<file path="config.mk">
export PLATFORM = sky130hd
export DESIGN_NAME = ipv4_header_receive_check
export DESIGN_NICKNAME = d
export VERILOG_FILES = /design/src/design/ihrc_pkg.sv /design/src/design/ipv4_header_receive_check.sv /design/src/design/ihrc_csr.sv /design/src/design/ihrc_accum.sv /design/src/design/ihrc_verdict.sv
export SDC_FILE = /design/constraint.sdc
export NUM_CORES = 1
export LEC_CHECK = 0
export ABC_AREA = 1
export BUFFER_PORTS_ARGS = -buffer_cell sky130_fd_sc_hd__buf_2
export CAP_MARGIN = 30
export CORE_AREA = 2 2 234 236
export CTS_CLUSTER_SIZE = 40
export DETAILED_ROUTE_END_ITERATION = 8
export DIE_AREA = 0 0 236 238
export HOLD_SLACK_MARGIN = 0.08
export PLACE_DENSITY_LB_ADDON = 0.12
export SYNTH_ARGS = -nofsm -noshare
export SYNTH_HDL_FRONTEND = slang
export SYNTH_SLANG_ARGS = --single-unit
</file>
<file path="constraint.sdc">
create_clock -name clock -period 17.56 [get_ports clock]
set_input_delay 2.634 -clock clock [delete_from_list [all_inputs] [get_ports clock]]
set_output_delay 2.634 -clock clock [all_outputs]
set_load 0.01 [all_outputs]
</file>
<file path="src/design/ihrc_pkg.sv">
`timescale 1ns / 1ps
// ----------------------------------------------------------------------------
// ihrc_pkg
// Shared constants, result codes, the frame summary struct and the
// ones-complement fold used by the IPv4 header receive check.
// ----------------------------------------------------------------------------
package ihrc_pkg;

   localparam int LINK_HEADER_BYTES = 14;
   localparam int NET_HEADER_BYTES  = 20;
   localparam int POS_W             = 6;
   localparam logic [POS_W-1:0] POS_MAX = '1;

   localparam logic [7:0] PROTO_ICMP  = 8'd1;
   localparam logic [3:0] IP_VERSION  = 4'd4;
   localparam logic [3:0] IP_IHL      = 4'd5;
   localparam logic [15:0] CSUM_GOOD  = 16'hFFFF;

   // byte offsets inside the IPv4 header
   localparam logic [4:0] HDR_VER_LEN   = 5'd0;
   localparam logic [4:0] HDR_PROTO     = 5'd9;
   localparam logic [4:0] HDR_CSUM_HI   = 5'd10;
   localparam logic [4:0] HDR_CSUM_LO   = 5'd11;
   localparam logic [4:0] HDR_SRC_FIRST = 5'd12;
   localparam logic [4:0] HDR_SRC_LAST  = 5'd15;
   localparam logic [4:0] HDR_DST_FIRST = 5'd16;
   localparam logic [4:0] HDR_DST_LAST  = 5'd19;

   // verdict codes
   localparam logic [2:0] VERDICT_SHORT     = 3'd0;
   localparam logic [2:0] VERDICT_BAD_HDR   = 3'd1;
   localparam logic [2:0] VERDICT_BAD_CSUM  = 3'd2;
   localparam logic [2:0] VERDICT_NOT_LOCAL = 3'd3;
   localparam logic [2:0] VERDICT_BAD_PROTO = 3'd4;
   localparam logic [2:0] VERDICT_ICMP      = 3'd5;

   // CSR map: one register, local_address, at byte address 0
   localparam int CSR_ADDR_W = 3;
   localparam logic REG_LOCAL_ADDRESS = 1'b0;

   typedef struct packed {
      logic        too_short;
      logic [7:0]  ver_len;
      logic [16:0] sum;
      logic [15:0] csum;
      logic [31:0] dst;
      logic [31:0] src;
      logic [7:0]  proto;
   } frame_type;

   // two end-around folds of a 16-bit ones-complement sum
   function automatic logic [16:0] fold16(input logic [17:0] s);
      logic [16:0] f1;
      logic [16:0] f2;
      f1 = 17'(s[15:0]) + 17'(s[17:16]);
      f2 = 17'(f1[15:0]) + 17'(f1[16]);
      return f2;
   endfunction

endpackage

</file>
<file path="src/design/ipv4_header_receive_check.sv">
`timescale 1ns / 1ps
// Takes one frame byte per cycle; a byte beat stalls only while a finished frame
// waits in the frame register behind a stalled verdict beat.
// After the last-byte beat is accepted, the frame summary passes the frame register,
// then the result register, before the verdict beat is valid.
// Capture/fold stage throughput: one beat per clock, but for the stall named above.
// Synchronous active-high reset clears frame state, sender address and local address.
// ----------------------------------------------------------------------------
// ipv4_header_receive_check
// IPv4 header check on a byte stream: length, version/IHL, header checksum,
// destination and protocol, giving one verdict per frame.
// ----------------------------------------------------------------------------
module ipv4_header_receive_check (
   input  logic                            clock,
   input  logic                            reset,
   input  logic                            req_valid,
   output logic                            req_ready,
   input  logic [7:0]                      req_frame_byte,
   input  logic                            req_last_byte,
   output logic                            rsp_valid,
   input  logic                            rsp_ready,
   output logic [2:0]                      rsp_verdict,
   output logic [31:0]                     rsp_sender_address,
   output logic [7:0]                      rsp_protocol_number,
   input  logic                            csr_psel,
   input  logic                            csr_penable,
   input  logic                            csr_pwrite,
   input  logic [ihrc_pkg::CSR_ADDR_W-1:0] csr_paddr,
   input  logic [31:0]                     csr_pwdata,
   output logic [31:0]                     csr_prdata,
   output logic                            csr_pready
);

   logic                fin_valid;
   logic                fin_take;
   ihrc_pkg::frame_type fin;
   logic [31:0]         local_address;

   ihrc_csr u_csr (
      .clock         (clock),
      .reset         (reset),
      .csr_psel      (csr_psel),
      .csr_penable   (csr_penable),
      .csr_pwrite    (csr_pwrite),
      .csr_paddr     (csr_paddr),
      .csr_pwdata    (csr_pwdata),
      .csr_prdata    (csr_prdata),
      .csr_pready    (csr_pready),
      .local_address (local_address)
   );

   ihrc_accum u_accum (
      .clock          (clock),
      .reset          (reset),
      .req_valid      (req_valid),
      .req_ready      (req_ready),
      .req_frame_byte (req_frame_byte),
      .req_last_byte  (req_last_byte),
      .fin_valid      (fin_valid),
      .fin            (fin),
      .fin_take       (fin_take)
   );

   ihrc_verdict u_verdict (
      .clock               (clock),
      .reset               (reset),
      .fin_valid           (fin_valid),
      .fin                 (fin),
      .fin_take            (fin_take),
      .local_address       (local_address),
      .rsp_valid           (rsp_valid),
      .rsp_ready           (rsp_ready),
      .rsp_verdict         (rsp_verdict),
      .rsp_sender_address  (rsp_sender_address),
      .rsp_protocol_number (rsp_protocol_number)
   );

endmodule

</file>
<file path="src/design/ihrc_csr.sv">
`timescale 1ns / 1ps
// ----------------------------------------------------------------------------
// ihrc_csr
// APB register block holding the local IPv4 address.
// ----------------------------------------------------------------------------
module ihrc_csr (
   input  logic                            clock,
   input  logic                            reset,
   input  logic                            csr_psel,
   input  logic                            csr_penable,
   input  logic                            csr_pwrite,
   input  logic [ihrc_pkg::CSR_ADDR_W-1:0] csr_paddr,
   input  logic [31:0]                     csr_pwdata,
   output logic [31:0]                     csr_prdata,
   output logic                            csr_pready,
   output logic [31:0]                     local_address
);

   logic [31:0] local_addr_ff;
   logic        reg_hit;

   assign reg_hit    = (csr_paddr[2] == ihrc_pkg::REG_LOCAL_ADDRESS);
   assign csr_pready = 1'b1;
   assign csr_prdata = reg_hit ? local_addr_ff : 32'd0;
   assign local_address = local_addr_ff;

   always_ff @(posedge clock) begin
      if (reset) begin
         local_addr_ff <= 32'd0;
      end else if (csr_psel && csr_penable && csr_pwrite && reg_hit) begin
         local_addr_ff <= csr_pwdata;
      end
   end

endmodule

</file>
<file path="src/design/ihrc_accum.sv">
`timescale 1ns / 1ps
// ----------------------------------------------------------------------------
// ihrc_accum
// Per-beat stage: counts frame bytes, captures header fields and folds the
// header words. On the last beat it hands the frame summary to the verdict
// stage and clears for the next frame.
// ----------------------------------------------------------------------------
module ihrc_accum (
   input  logic                  clock,
   input  logic                  reset,
   input  logic                  req_valid,
   output logic                  req_ready,
   input  logic [7:0]            req_frame_byte,
   input  logic                  req_last_byte,
   output logic                  fin_valid,
   output ihrc_pkg::frame_type   fin,
   input  logic                  fin_take
);

   logic [ihrc_pkg::POS_W-1:0] pos_ff, pos_in;
   logic [16:0] sum_ff, sum_in;
   logic [7:0]  hold_ff, hold_in;
   logic [7:0]  ver_ff, ver_in;
   logic [15:0] csum_ff, csum_in;
   logic [31:0] dst_ff, dst_in;
   logic [31:0] src_ff, src_in;
   logic [7:0]  proto_ff, proto_in;
   logic        fin_valid_ff;
   ihrc_pkg::frame_type fin_ff;

   logic                       accept;
   logic                       in_hdr;
   logic [ihrc_pkg::POS_W-1:0] hdr_off;
   logic [4:0]                 hdr_idx;
   logic                       too_short;

   assign req_ready = !fin_valid_ff || fin_take;
   assign accept    = req_valid && req_ready;
   assign fin_valid = fin_valid_ff;
   assign fin       = fin_ff;

   assign in_hdr  = (pos_ff >= ihrc_pkg::POS_W'(ihrc_pkg::LINK_HEADER_BYTES)) &&
                    (pos_ff <  ihrc_pkg::POS_W'(ihrc_pkg::LINK_HEADER_BYTES +
                                                ihrc_pkg::NET_HEADER_BYTES));
   assign hdr_off = pos_ff - ihrc_pkg::POS_W'(ihrc_pkg::LINK_HEADER_BYTES);
   assign hdr_idx = hdr_off[4:0];
   // count after this byte is below the full link + IPv4 header length
   assign too_short = ((ihrc_pkg::POS_W+1)'(pos_ff) + 1'b1) <
                      (ihrc_pkg::POS_W+1)'(ihrc_pkg::LINK_HEADER_BYTES +
                                           ihrc_pkg::NET_HEADER_BYTES);

   always_comb begin
      sum_in   = sum_ff;
      hold_in  = hold_ff;
      ver_in   = ver_ff;
      csum_in  = csum_ff;
      dst_in   = dst_ff;
      src_in   = src_ff;
      proto_in = proto_ff;
      if (in_hdr) begin
         priority if (hdr_idx == ihrc_pkg::HDR_VER_LEN) begin
            ver_in = req_frame_byte;
         end else if (hdr_idx == ihrc_pkg::HDR_PROTO) begin
            proto_in = req_frame_byte;
         end else if (hdr_idx == ihrc_pkg::HDR_CSUM_HI ||
                      hdr_idx == ihrc_pkg::HDR_CSUM_LO) begin
            csum_in = {csum_ff[7:0], req_frame_byte};
         end else if (hdr_idx >= ihrc_pkg::HDR_SRC_FIRST &&
                      hdr_idx <= ihrc_pkg::HDR_SRC_LAST) begin
            src_in = {src_ff[23:0], req_frame_byte};
         end else if (hdr_idx >= ihrc_pkg::HDR_DST_FIRST &&
                      hdr_idx <= ihrc_pkg::HDR_DST_LAST) begin
            dst_in = {dst_ff[23:0], req_frame_byte};
         end else begin
            ver_in = ver_ff;
         end
         // even offset opens a word; odd closes it, checksum word skipped
         if (!hdr_idx[0]) begin
            hold_in = req_frame_byte;
         end else if (hdr_idx != ihrc_pkg::HDR_CSUM_LO) begin
            sum_in = ihrc_pkg::fold16(18'(sum_ff) + 18'({hold_ff, req_frame_byte}));
         end
      end
      pos_in = (pos_ff == ihrc_pkg::POS_MAX) ? pos_ff : pos_ff + 1'b1;
   end

   always_ff @(posedge clock) begin
      if (reset) begin
         pos_ff   <= '0;
         sum_ff   <= '0;
         hold_ff  <= '0;
         ver_ff   <= '0;
         csum_ff  <= '0;
         dst_ff   <= '0;
         src_ff   <= '0;
         proto_ff <= '0;
      end else if (accept) begin
         if (req_last_byte) begin
            pos_ff   <= '0;
            sum_ff   <= '0;
            hold_ff  <= '0;
            ver_ff   <= '0;
            csum_ff  <= '0;
            dst_ff   <= '0;
            src_ff   <= '0;
            proto_ff <= '0;
         end else begin
            pos_ff   <= pos_in;
            sum_ff   <= sum_in;
            hold_ff  <= hold_in;
            ver_ff   <= ver_in;
            csum_ff  <= csum_in;
            dst_ff   <= dst_in;
            src_ff   <= src_in;
            proto_ff <= proto_in;
         end
      end
   end

   always_ff @(posedge clock) begin
      if (reset) begin
         fin_valid_ff <= 1'b0;
      end else if (accept && req_last_byte) begin
         fin_valid_ff <= 1'b1;
      end else if (fin_take) begin
         fin_valid_ff <= 1'b0;
      end
   end

   always_ff @(posedge clock) begin
      if (accept && req_last_byte) begin
         fin_ff.too_short <= too_short;
         fin_ff.ver_len   <= ver_in;
         fin_ff.sum       <= sum_in;
         fin_ff.csum      <= csum_in;
         fin_ff.dst       <= dst_in;
         fin_ff.src       <= src_in;
         fin_ff.proto     <= proto_in;
      end
   end

endmodule

</file>
<file path="src/design/ihrc_verdict.sv">
`timescale 1ns / 1ps
// ----------------------------------------------------------------------------
// ihrc_verdict
// Result stage: ranks the frame checks into one verdict, keeps the sender
// address of the last frame addressed here, and holds the result beat.
// ----------------------------------------------------------------------------
module ihrc_verdict (
   input  logic                 clock,
   input  logic                 reset,
   input  logic                 fin_valid,
   input  ihrc_pkg::frame_type  fin,
   output logic                 fin_take,
   input  logic [31:0]          local_address,
   output logic                 rsp_valid,
   input  logic                 rsp_ready,
   output logic [2:0]           rsp_verdict,
   output logic [31:0]          rsp_sender_address,
   output logic [7:0]           rsp_protocol_number
);

   logic        rsp_valid_ff;
   logic [2:0]  verdict_ff, verdict_in;
   logic [31:0] sender_ff, sender_in;
   logic [7:0]  proto_ff;

   logic [16:0] csum_fold;
   logic [15:0] calc;

   assign fin_take = fin_valid && (!rsp_valid_ff || rsp_ready);
   assign calc      = ~fin.sum[15:0];
   assign csum_fold = ihrc_pkg::fold16(18'(fin.csum) + 18'(calc));

   always_comb begin
      sender_in = sender_ff;
      priority if (fin.too_short) begin
         verdict_in = ihrc_pkg::VERDICT_SHORT;
      end else if (fin.ver_len[7:4] != ihrc_pkg::IP_VERSION ||
                   fin.ver_len[3:0] != ihrc_pkg::IP_IHL) begin
         verdict_in = ihrc_pkg::VERDICT_BAD_HDR;
      end else if (csum_fold[15:0] != ihrc_pkg::CSUM_GOOD) begin
         verdict_in = ihrc_pkg::VERDICT_BAD_CSUM;
      end else if (fin.dst != local_address) begin
         verdict_in = ihrc_pkg::VERDICT_NOT_LOCAL;
      end else begin
         sender_in  = fin.src;
         verdict_in = (fin.proto == ihrc_pkg::PROTO_ICMP) ? ihrc_pkg::VERDICT_ICMP
                                                          : ihrc_pkg::VERDICT_BAD_PROTO;
      end
   end

   always_ff @(posedge clock) begin
      if (reset) begin
         rsp_valid_ff <= 1'b0;
         sender_ff    <= 32'd0;
      end else if (fin_take) begin
         rsp_valid_ff <= 1'b1;
         sender_ff    <= sender_in;
      end else if (rsp_ready) begin
         rsp_valid_ff <= 1'b0;
      end
   end

   always_ff @(posedge clock) begin
      if (fin_take) begin
         verdict_ff <= verdict_in;
         proto_ff   <= fin.proto;
      end
   end

   assign rsp_valid           = rsp_valid_ff;
   assign rsp_verdict         = verdict_ff;
   assign rsp_sender_address  = sender_ff;
   assign rsp_protocol_number = proto_ff;

endmodule

</file>
==> key figures, run 1 <==
Run status
  • Run status: complete, no violations

Cells and area
  • Nets@finish: 2282
  • Fraction of final layout cells with drive strength greater than 1: 11.7%
  • Layout Area Growth over Synthesis: 15.8%
  • Sequential standard cell area: 7590 sq um
  • Area of all placed cells without fillers: 18500 sq um
  • Area used by multi-input combinational logic: 7180 sq um
  • Most used cells in the layout excluding fill and tap cells: sky130_fd_sc_hd__nand2_1, sky130_fd_sc_hd__inv_1, sky130_fd_sc_hd__a21oi_1, sky130_fd_sc_hd__nor2_1, sky130_fd_sc_hd__dfxtp_1
  • Leading cell type in the layout, fill and taps excluded: sky130_fd_sc_hd__nand2_1
  • ANT cells: 0
  • Filler Cells Inserted: 5646

Detailed routing
  • Post-detailed-route via-to-cell ratio: 4.59
  • Detailed Route Iter0 Violations: 722
  • Average detailed-routed wire length per instance: 15.4 um
  • Detailed-route via count: 13300
  • Number of search-and-repair iterations in the first detailed-routing pass: 5
  • DRC violation count after routing: 0
  • Total wire length: 44.8 mm
  • Antenna Nets Post-Route: 0

Synth
  • Mean cell area of the mapped netlist: 7.67 sq um
  • Syn Std Cell Area: 16000 sq um
  • Gate count after technology mapping: 2085
  • Post-synthesis sequential area ratio: 47.4%
  • Cell accounting for the most synthesized area: sky130_fd_sc_hd__dfxtp_1
  • Synth Net Count: 2186
  • Yosys synthesis warning count: 0
  • Async set-or-reset flop fraction in the synthesized netlist: 0%
  • Top FF cell, synth: sky130_fd_sc_hd__dfxtp_1
  • Post-synth top area share: 24.1%
  • Top area cells in the synthesized netlist: sky130_fd_sc_hd__dfxtp_1, sky130_fd_sc_hd__edfxtp_1, sky130_fd_sc_hd__nand2_1
  • Number of storage elements in the synthesis netlist: 317
  • Netlist cell types: 47
  • Post-synth EDFFs: 124

Power and ir drop
  • Worst voltage drop across the vdd grid: 0.0580 mV
  • Leakage power: 7.68 nW
  • Pwr per Cell Area: 89.8 nW/um^2

Die
  • Die outline height: 238 um
  • Area of the core: 53500 sq um
  • I/O pin total: 129
  • Die Area: 56200 sq um
  • Site Rows: 85
  • Initial Utilization: 29.9%
  • Die width: 236 um

Worst setup path
  • Crit path capture type: flop
  • Type of the setup path with the least slack: input port to flop
  • Worst path slowest cell: sky130_fd_sc_hd__fa_1
  • Biggest cell delay along the critical path: 0.49 ns
  • Type of element launching the critical path: input port
  • Required time at the endpoint of the critical path: 18.02 ns
  • Top Family by Delay on Critical Path: simple AND/OR/NAND/NOR gates
  • Worst EP arrival: 8.65 ns
  • Worst Path Buf+Inv: 5
  • Cell with the most instances on the worst path: sky130_fd_sc_hd__nor2_1
  • Max Fanout on Critical Path: 5

Clock network
  • Post CTS Setup Buffer Count: 0
  • Clock edge transition at the registers on the reported setup and hold paths: 0.06 ns
  • Htree depth: 2
  • Master cell of the clock root buffer: sky130_fd_sc_hd__clkbuf_16
  • Number of CTS-inserted buffers: 38
  • Number of hold buffers added after CTS: 0
  • Clock network latency to the later pin of the worst-skew pair: 0.56 ns
  • Gates resized, CTS repair: 0
  • CTS max path bufs: 3
  • CTS tree: yes
  • Clk sinks: 317

GRT
  • Met1 routing resource usage after global routing: 21.0%
  • Gr ovfl total: 0
  • Busiest layer in global routing: met2
  • First-pass GRT wire length: 69.5 mm
  • Met2 global-route usage: 26.2%
  • Total track usage: 15.6%
  • Antenna violations before repair: 2
  • Vias in the first global route: 12600
  • Global-route track usage on met3: 2.44%
  • Pin count of the biggest net entering global routing: 73

Place
  • Placed wire-length estimate after detailed placement: 31.8 mm
  • RePlAce Congestion: 0.845
  • Count of port buffers added during placement: 125
  • Total placed instance area: 17300 sq um

Timing
  • Least-Margin Pin Slew: 0.922 ns
  • Final worst-path cycle share: 46.6%
  • Hold Violations, Final: 0
  • Slew HR: 38.5%
  • Worst Skew: 0.0285 ns
  • Number of max-slew violations in the final report: 0
  • Clock period minus worst slack: 8.18 ns
  • Maximum clock frequency: 0.122 GHz
  • Unrepaired setup endpoints after global routing: no
  • Setup TNS after final layout: 0 ns
  • Total setup violations reported at the end of the flow: 0

Min path
  • HP Class: flop to flop

Run
  • Number of maximum-capacitance violations: 0
[cell type report]
class	instances	area share [%]
multi-input cells	1440	38.7
clock inverters	14	0.763
well taps	696	4.70
flip-flops and latches	317	40.9
inverters	247	5.00
repair buffers	137	3.94
clock buffers	56	5.93
[power by group]
group	leakage (nW)	switching (mW)	internal, mW
clock	0.607	0.316	0.465
sequential	2.71	0.00702	0.776
combinational	4.36	0.0710	0.0286
total	7.68	0.394	1.27
[path summary, 6_finish.rpt]
path,start,to,slack (ns),cells past startpoint
worst max-delay path,req_frame_byte[1],u_accum.sum_ff[12],9.38,39
worst min-delay path,u_accum.fin[0],u_verdict.rsp_protocol_number[0],0.45,0
worst max register to register,u_accum.fin[88],u_verdict.rsp_sender_address[23],11.07,40
worst min register to register,u_accum.fin[0],u_verdict.rsp_protocol_number[0],0.45,0
[per-stage QoR]
step | cells | total power [mW] | hold WS [ns] | setup slack (ns) | utilization [%]
after floorplan | 2085 | 0.865 | 0.417 | 8.88 | -
after global placement | 2836 | 0.900 | 0.433 | 8.85 | 32.3
after global routing | 2907 | 1.73 | 0.452 | 8.58 | 34.7
after detailed placement | 2837 | 0.901 | 0.436 | 8.82 | 32.3
final | 2907 | 1.66 | 0.448 | 9.38 | 34.7
after CTS | 2907 | 1.69 | 0.449 | 9.38 | 34.7
[synth_stat cells, types with 2 or more instances]
| cell | n |
|---|---|
| sky130_fd_sc_hd__buf_6 | 3 |
| sky130_fd_sc_hd__a21boi_0 | 2 |
| sky130_fd_sc_hd__o21bai_1 | 6 |
| sky130_fd_sc_hd__nand3b_1 | 5 |
| sky130_fd_sc_hd__nand2_1 | 625 |
| sky130_fd_sc_hd__nand4_1 | 35 |
| sky130_fd_sc_hd__clkbuf_1 | 61 |
| sky130_fd_sc_hd__nand3_1 | 77 |
| sky130_fd_sc_hd__nor4_1 | 6 |
| sky130_fd_sc_hd__dfxtp_1 | 193 |
| sky130_fd_sc_hd__a21oi_1 | 214 |
| sky130_fd_sc_hd__or2_1 | 3 |
| sky130_fd_sc_hd__clkinv_1 | 2 |
| sky130_fd_sc_hd__mux2_2 | 30 |
| sky130_fd_sc_hd__xor2_1 | 10 |
| sky130_fd_sc_hd__nor3_1 | 9 |
| sky130_fd_sc_hd__nand3_2 | 3 |
| sky130_fd_sc_hd__or2_2 | 2 |
| sky130_fd_sc_hd__nor2_2 | 10 |
| sky130_fd_sc_hd__xnor2_1 | 35 |
| sky130_fd_sc_hd__ha_1 | 47 |
| sky130_fd_sc_hd__o21ai_1 | 6 |
| sky130_fd_sc_hd__o31ai_1 | 5 |
| sky130_fd_sc_hd__nor2_1 | 195 |
| sky130_fd_sc_hd__a31oi_1 | 2 |
| sky130_fd_sc_hd__fa_1 | 3 |
| sky130_fd_sc_hd__nand2_2 | 7 |
| sky130_fd_sc_hd__edfxtp_1 | 124 |
| sky130_fd_sc_hd__inv_1 | 241 |
| sky130_fd_sc_hd__o21ai_0 | 86 |
| sky130_fd_sc_hd__and2_1 | 5 |
| sky130_fd_sc_hd__buf_1 | 8 |
| sky130_fd_sc_hd__inv_2 | 4 |
| sky130_fd_sc_hd__buf_2 | 8 |
[sequential cells by signal (all words and copies together) (netlist names), 8 cells and up]
register                       flops
u_accum.fin                      113
u_accum.ver_ff                     8
u_accum.src_ff                    32
u_verdict.rsp_protocol_number      8
u_accum.csum_ff                   16
u_verdict.rsp_sender_address      32
u_accum.hold_ff                    8
u_csr.local_address               32
u_accum.dst_ff                    32
u_accum.sum_ff                    17
u_accum.proto_ff                   8
[cell families (layout without fill, tap and decap cells)]
| kind of cell | Yosys count | after routing | synth area share [%] |
|---|---|---|---|
| flops | 317 | 317 | 47.4 |
| simple gates | 986 | 986 | 25.3 |
| buf+inv | 328 | 454 | 7.92 |
| compound gates | 328 | 328 | 10.7 |
| xor+xnor | 45 | 45 | 2.46 |
| fa+ha+maj | 50 | 50 | 4.05 |
| other cells | 1 | 1 | 0.0234 |
| mux | 30 | 30 | 2.11 |
[metal layers]
metal	vias up	part of all wire [%]
li1	6927	-
met1	6173	48
met2	189	47
met3	50	3.4
met4	0	1.8
met5	-	0
(Power assumes the default switching activity.)
==> run 2: changes to the inputs <==
clock period = 6.95 ns   (was 17.56 ns; I/O delays follow)
==> run 2 against run 1 <==
Net effect:
- final area is 1.4% higher
- die area stayed put
- sequential power grew to 2.5 times the previous value
- power grew to 2.6 times the previous value
- non-clock buffer count is 11 higher
- critical path depth is 2 higher
- largest power group is now the clock network
==> key figures, run 2 (synthesized netlist as in run 1, its figures left out) <==
Timing
  • Least-Margin Pin Slew: 0.799 ns (was 0.922 ns)
  • Setup TNS after final layout: 0 ns (unchanged)
  • Slew HR: 46.8% (was 38.5%)
  • Hold Violations, Final: 0 (unchanged)
  • Total setup violations reported at the end of the flow: 0 (unchanged)
  • Maximum clock frequency: 0.158 GHz
  • Worst Skew: 0.0103 ns (was 0.0285 ns)
  • Final worst-path cycle share: 91.3%
  • Final worst slack: 0.602 ns (was 9.38 ns)
  • Clock period minus worst slack: 6.35 ns
  • Unrepaired setup endpoints after global routing: no (unchanged)
  • Number of max-slew violations in the final report: 0 (unchanged)

Run status
  • Run status: complete, no violations (unchanged)

Detailed routing
  • Number of search-and-repair iterations in the first detailed-routing pass: 8 (was 5)
  • Detailed-route via count: 13400 (was 13300)
  • Post-detailed-route via-to-cell ratio: 4.57 (was 4.59)
  • Antenna Nets Post-Route: 0 (unchanged)
  • Detailed Route Iter0 Violations: 858 (was 722)
  • Average detailed-routed wire length per instance: 15.3 um (was 15.4 um)
  • DRC violation count after routing: 0 (unchanged)
  • Total wire length: 44.9 mm (was 44.8 mm)

GRT
  • Total track usage: 15.8% (was 15.6%)
  • Pin count of the biggest net entering global routing: 66 (was 73)
  • Gr ovfl total: 0 (unchanged)
  • Antenna violations before repair: 2 (unchanged)
  • Vias in the first global route: 12700 (was 12600)
  • First-pass GRT wire length: 70.5 mm (was 69.5 mm)

Cells and area
  • Nets@finish: 2296 (was 2282)
  • Fraction of final layout cells with drive strength greater than 1: 12.3% (was 11.7%)
  • Most used cells in the layout excluding fill and tap cells: sky130_fd_sc_hd__nand2_1, sky130_fd_sc_hd__inv_1, sky130_fd_sc_hd__a21oi_1, sky130_fd_sc_hd__dfxtp_1, sky130_fd_sc_hd__nor2_1 (was sky130_fd_sc_hd__nand2_1, sky130_fd_sc_hd__inv_1, sky130_fd_sc_hd__a21oi_1, sky130_fd_sc_hd__nor2_1, sky130_fd_sc_hd__dfxtp_1)
  • Leading cell type in the layout, fill and taps excluded: sky130_fd_sc_hd__nand2_1 (unchanged)
  • Number of flip-flops in the largest register: 113 (unchanged)
  • Filler Cells Inserted: 5611 (was 5646)
  • Final non-filler cell total: 2926 (was 2907)
  • Layout Area Growth over Synthesis: 17.5% (was 15.8%)

Worst setup path
  • Biggest cell delay along the critical path: 0.49 ns (about the same)
  • Type of element launching the critical path: flop (was input port)
  • Required time at the endpoint of the critical path: 7.41 ns (was 18.02 ns)
  • Cell with the most instances on the worst path: sky130_fd_sc_hd__nand2_1 (was sky130_fd_sc_hd__nor2_1)
  • Worst path slowest cell: sky130_fd_sc_hd__nor4b_1 (was sky130_fd_sc_hd__fa_1)
  • Type of the setup path with the least slack: flop to flop (was input port to flop)
  • Crit path capture type: flop (unchanged)
  • Worst EP arrival: 6.80 ns (was 8.65 ns)
  • Max Fanout on Critical Path: 64 (was 5)

Place
  • Setup slack after placement: 0.143 ns (was 8.82 ns)
  • # placed instances: 2848 (was 2837)
  • Placed wire-length estimate after detailed placement: 32.0 mm (was 31.8 mm)
  • RePlAce Congestion: 0.839 (was 0.845)
  • Count of port buffers added during placement: 125 (unchanged)

Die
  • I/O pin total: 129 (unchanged)
  • Area of the core: 53500 sq um (unchanged)
  • Site Rows: 85 (unchanged)
  • Die outline height: 238 um (unchanged)
  • Die Area: 56200 sq um (unchanged)
  • Die width: 236 um (unchanged)
  • Initial Utilization: 29.9% (unchanged)

Clock network
  • CTS max path bufs: 3 (unchanged)
  • CTS tree: yes (unchanged)
  • Clock network latency to the later pin of the worst-skew pair: 0.56 ns (about the same)
  • Htree depth: 2 (unchanged)
  • Master cell of the clock root buffer: sky130_fd_sc_hd__clkbuf_16 (unchanged)
  • Number of CTS-inserted buffers: 41 (was 38)
  • Post CTS Setup Buffer Count: 0 (unchanged)
  • Clk sinks: 317 (unchanged)
  • Clock edge transition at the registers on the reported setup and hold paths: 0.06 ns (about the same)

Run
  • Number of maximum-capacitance violations: 0 (unchanged)

Power and ir drop
  • Pwr per Cell Area: 232 nW/um^2 (was 89.8 nW/um^2)
  • Worst voltage drop across the vdd grid: 0.155 mV (was 0.0580 mV)
  • Leakage power: 7.81 nW (was 7.68 nW)

Min path
  • HP Class: flop to flop (unchanged)
-- run 2: changes by cell type in the layout (fill, tap and decap cells not counted), moves of 2 or more --
cell and delta:
sky130_fd_sc_hd__clkbuf_1 +2, sky130_fd_sc_hd__buf_16 +2, sky130_fd_sc_hd__clkinv_2 -3, sky130_fd_sc_hd__clkbuf_16 +4
sky130_fd_sc_hd__clkbuf_8 +2, sky130_fd_sc_hd__buf_4 +9, sky130_fd_sc_hd__diode_2 +2
-- run 2: worst paths after layout --
check,startpoint,endpoint,slack [ns],depth (start not counted)
max,u_accum.fin[88],u_verdict.rsp_sender_address[23],0.60,41
min,u_accum.fin[0],u_verdict.rsp_protocol_number[0],0.44,0
min reg2reg,u_accum.fin[0],u_verdict.rsp_protocol_number[0],0.44,0
max reg2reg,u_accum.fin[88],u_verdict.rsp_sender_address[23],0.60,41
-- run 2: report_power, final --
part / internal (mW) / switching, mW / total (mW)
Clock: 1.30 / 0.827 / 2.13
Combinational: 0.0770 / 0.180 / 0.257
Sequential: 1.96 / 0.0183 / 1.98
-- run 2: repair_timing --
item / CTS / global route
hold buffers: 0 / 0
setup endpoints to repair: 0 / 3
resized for setup: 0 / 2
-- run 2: area by class of cell --
type                            count  area (sq um)  area share, %
Antenna cell                        2          5.00         0.0266
Clock buffer                       64          1230           6.57
Clock inverter                     12           135          0.719
Inverter                          247           927           4.93
Multi-Input combinational cell   1440          7190           38.2
Sequential cell                   317          7590           40.4
Tap cell                          696           871           4.63
Timing Repair Buffer              148           853           4.54
-- run 2: per-stage QoR --
stage | area, sq um | hold slack [ns] | util [%] | total power, mW
floorplan | 16000 | 0.417 | - | 2.18
global placement | 17400 | 0.438 | 32.5 | 2.28
detailed placement | 17400 | 0.437 | 32.6 | 2.28
CTS | 18800 | 0.442 | 35.1 | 4.45
global route | 18800 | 0.469 | 35.1 | 4.54
finish | 18800 | 0.443 | 35.1 | 4.37
-- run 2: per-layer routing --
layer	vias up	GRT usage, %	routed length (um)
met4	0	3.65	630
met2	197	26.7	21200
met3	42	2.66	1650
met5	-	0	0
li1	6963	-	-
met1	6181	21.2	21400
-- run 2: critical path: cells and delay by family (launching register included) --
kind	cells	cell delay, ns
and+or+nand+nor	28	3.61
adders and majority gates	6	1.33
buffers and inverters	4	0.48
AOI/OAI and AO/OA	3	0.44
DFF	1	0.35
==> run 3: changes to the inputs <==
CELL_PAD_IN_SITES_DETAIL_PLACEMENT = 1   (was default)
CELL_PAD_IN_SITES_GLOBAL_PLACEMENT = 1   (was default)
CORE_AREA = 2 2 214 216   (was 2 2 234 236)
DIE_AREA = 0 0 216 218   (was 0 0 236 238)
==> run 3 against run 2 <==
Net effect:
- sequential power is essentially flat
- highest routed layer unchanged
- non-clock buffer count is 5 lower
- final cell count fell by 3.8%
==> key figures, run 3 (synthesized netlist as in run 1, its figures left out) <==
Run status
  • Run status: complete, no violations (unchanged)

Place
  • Total placed instance area: 17200 sq um (was 17400 sq um)
  • # placed instances: 2747 (was 2848)
  • Placed wire-length estimate after detailed placement: 32.9 mm (was 32.0 mm)
  • Count of port buffers added during placement: 125 (unchanged)
  • RePlAce Congestion: 0.827 (was 0.839)

Die
  • Die width: 216 um (was 236 um)
  • Area of the core: 44900 sq um (was 53500 sq um)
  • Site Rows: 78 (was 85)
  • Die Area: 47100 sq um (was 56200 sq um)
  • Initial Utilization: 35.6% (was 29.9%)
  • Die outline height: 218 um (was 238 um)
  • I/O pin total: 129 (unchanged)

Power and ir drop
  • Worst voltage drop across the vdd grid: 0.182 mV (was 0.155 mV)
  • Leakage power: 7.71 nW (was 7.81 nW)
  • Sequential group share of total power: 46.9% (was 45.3%)
  • Cell internal pwr: 3.23 mW (was 3.34 mW)
  • Pwr per Cell Area: 228 nW/um^2 (was 232 nW/um^2)
  • Relative contribution of the clock network to total power: 47.2% (was 48.8%)
  • Sw Ratio: 23.4% (was 23.5%)
  • Switching power of the nets: 0.989 mW (was 1.03 mW)
  • Fraction of power consumed by combinational cells: 6.0% (was 5.9%)
  • Total power: 4.22 mW (was 4.37 mW)

Clock network
  • CTS max path bufs: 3 (unchanged)
  • Post CTS Setup Buffer Count: 0 (unchanged)
  • Number of CTS-inserted buffers: 38 (was 41)
  • CTS tree: yes (unchanged)
  • Clk sinks: 317 (unchanged)
  • Number of hold buffers added after CTS: 0 (unchanged)
  • Master cell of the clock root buffer: sky130_fd_sc_hd__clkbuf_16 (unchanged)
  • Clock edge transition at the registers on the reported setup and hold paths: 0.06 ns (about the same)
  • Htree depth: 2 (unchanged)
  • Clock network latency to the later pin of the worst-skew pair: 0.56 ns (about the same)

Detailed routing
  • Total wire length: 45.6 mm (was 44.9 mm)
  • Number of search-and-repair iterations in the first detailed-routing pass: 5 (was 8)
  • DRC violation count after routing: 0 (unchanged)
  • Detailed-route via count: 13700 (was 13400)
  • Antenna Nets Post-Route: 0 (unchanged)
  • Average detailed-routed wire length per instance: 16.2 um (was 15.3 um)
  • Post-detailed-route via-to-cell ratio: 4.86 (was 4.57)
  • Detailed Route Iter0 Violations: 659 (was 858)

Timing
  • Least-Margin Pin Slew: 1.01 ns (was 0.799 ns)
  • Total setup violations reported at the end of the flow: 0 (unchanged)
  • Number of max-slew violations in the final report: 0 (unchanged)
  • Hold Violations, Final: 0 (unchanged)
  • Clock period minus worst slack: 6.21 ns (was 6.35 ns)
  • Final worst-path cycle share: 89.3% (was 91.3%)
  • Slew HR: 32.7% (was 46.8%)
  • Unrepaired setup endpoints after global routing: no (unchanged)
  • Maximum clock frequency: 0.161 GHz (was 0.158 GHz)
  • Worst Skew: 0.0263 ns (was 0.0103 ns)

Worst setup path
  • Cell with the most instances on the worst path: sky130_fd_sc_hd__nand3_1 (was sky130_fd_sc_hd__nand2_1)
  • Required time at the endpoint of the critical path: 7.34 ns (was 7.41 ns)
  • Type of element launching the critical path: input port (was flop)
  • Biggest cell delay along the critical path: 0.38 ns (was 0.49 ns)
  • Worst path slowest cell: sky130_fd_sc_hd__fa_1 (was sky130_fd_sc_hd__nor4b_1)
  • Type of the setup path with the least slack: input port to flop (was flop to flop)
  • Max Fanout on Critical Path: 4 (was 64)
  • Crit path capture type: flop (unchanged)
  • Worst EP arrival: 6.59 ns (was 6.80 ns)

Cells and area
  • Nets@finish: 2288 (was 2296)
  • Area of all placed cells without fillers: 18500 sq um (was 18800 sq um)
  • Layout Area Growth over Synthesis: 15.6% (was 17.5%)
  • Leading cell type in the layout, fill and taps excluded: sky130_fd_sc_hd__nand2_1 (unchanged)
  • Number of flip-flops in the largest register: 113 (unchanged)
  • Final core area utilization: 41.2% (was 35.1%)
  • ANT cells: 0 (was 2)
  • Fraction of final layout cells with drive strength greater than 1: 12.2% (was 12.3%)
  • Final non-filler cell total: 2816 (was 2926)
  • Most used cells in the layout excluding fill and tap cells: sky130_fd_sc_hd__nand2_1, sky130_fd_sc_hd__inv_1, sky130_fd_sc_hd__a21oi_1, sky130_fd_sc_hd__dfxtp_1, sky130_fd_sc_hd__nor2_1 (unchanged)

GRT
  • Total track usage: 19.5% (was 15.8%)
  • Antenna violations before repair: 1 (was 2)
  • Pin count of the biggest net entering global routing: 82 (was 66)
  • Vias in the first global route: 14000 (was 12700)
  • First-pass GRT wire length: 73.6 mm (was 70.5 mm)
  • Gr ovfl total: 0 (unchanged)

Min path
  • HP Class: flop to flop (unchanged)

Run
  • Number of maximum-capacitance violations: 0 (unchanged)
## run 3: cell count changes in the layout (fill, tap and decap cells not counted), moves of 2 or more
cell | previous run | this run
sky130_fd_sc_hd__nor2_1 | 192 | 189
sky130_fd_sc_hd__buf_16 | 2 | 0
sky130_fd_sc_hd__nor2_2 | 11 | 14
sky130_fd_sc_hd__clkinv_2 | 3 | 5
sky130_fd_sc_hd__buf_4 | 21 | 17
sky130_fd_sc_hd__diode_2 | 2 | 0
sky130_fd_sc_hd__clkbuf_1 | 13 | 10
sky130_fd_sc_hd__bufinv_16 | 2 | 4
sky130_fd_sc_hd__clkbuf_8 | 8 | 3
sky130_fd_sc_hd__clkbuf_16 | 43 | 38
## run 3: timing repair
item | CTS | global route
endpoints found under the setup margin | 0 | 37
endpoints found under the hold margin | 0 | 0
gates resized for setup | 0 | 8
## run 3: worst max-delay path: cells and delay by family
family          cells  cell delay [ns]
fa+ha+maj           6             1.35
buf+inv             5             0.40
compound gates      3             0.32
xor+xnor            1             0.27
simple gates       26             3.20
## run 3: cell type report
type	count	area, sq um
flip-flops and latches	317	7590
clock inverters	18	221
well taps	600	751
multi-input cells	1440	7200
inverters	247	927
clock buffers	51	1030
fillers	5515	26400
repair buffers	143	779
## run 3: final timing paths
kind	cells after the start	slack, ns	start	end
hold / removal	0	0.44	u_accum.fin[2]	u_verdict.rsp_protocol_number[2]
hold reg to reg	0	0.44	u_accum.fin[2]	u_verdict.rsp_protocol_number[2]
setup / recovery	41	0.74	req_frame_byte[0]	u_accum.sum_ff[14]
setup reg to reg	40	0.77	u_accum.fin[88]	u_verdict.rsp_sender_address[23]
## run 3: power groups by stage
stage / registers, mW / clock network [mW] / logic (mW)
after floorplan: 2.01 / 0 / 0.169
after global placement: 2.02 / 0 / 0.248
after detailed placement: 2.02 / 0 / 0.254
after CTS: 1.98 / 2.05 / 0.256
after global routing: 1.98 / 2.11 / 0.286
final: 1.98 / 1.99 / 0.251
## run 3: stage by stage
stage / worst slack (ns) / hold WS [ns] / setup TNS, ns
floorplan: 1.26 / 0.417 / 0
global placement: 0.218 / 0.438 / 0
detailed placement: -0.00199 / 0.431 / -0.00199
CTS: 0.300 / 0.445 / 0
global route: 0.0224 / 0.456 / 0
finish: 0.742 / 0.443 / 0
## run 3: per-layer routing
metal,vias up,track usage (%),wire length [um]
met1,6580,25.8,22000
met4,0,5.32,969
met2,128,33.6,21600
met5,-,0,0
li1,6929,-,-
met3,57,2.16,1050
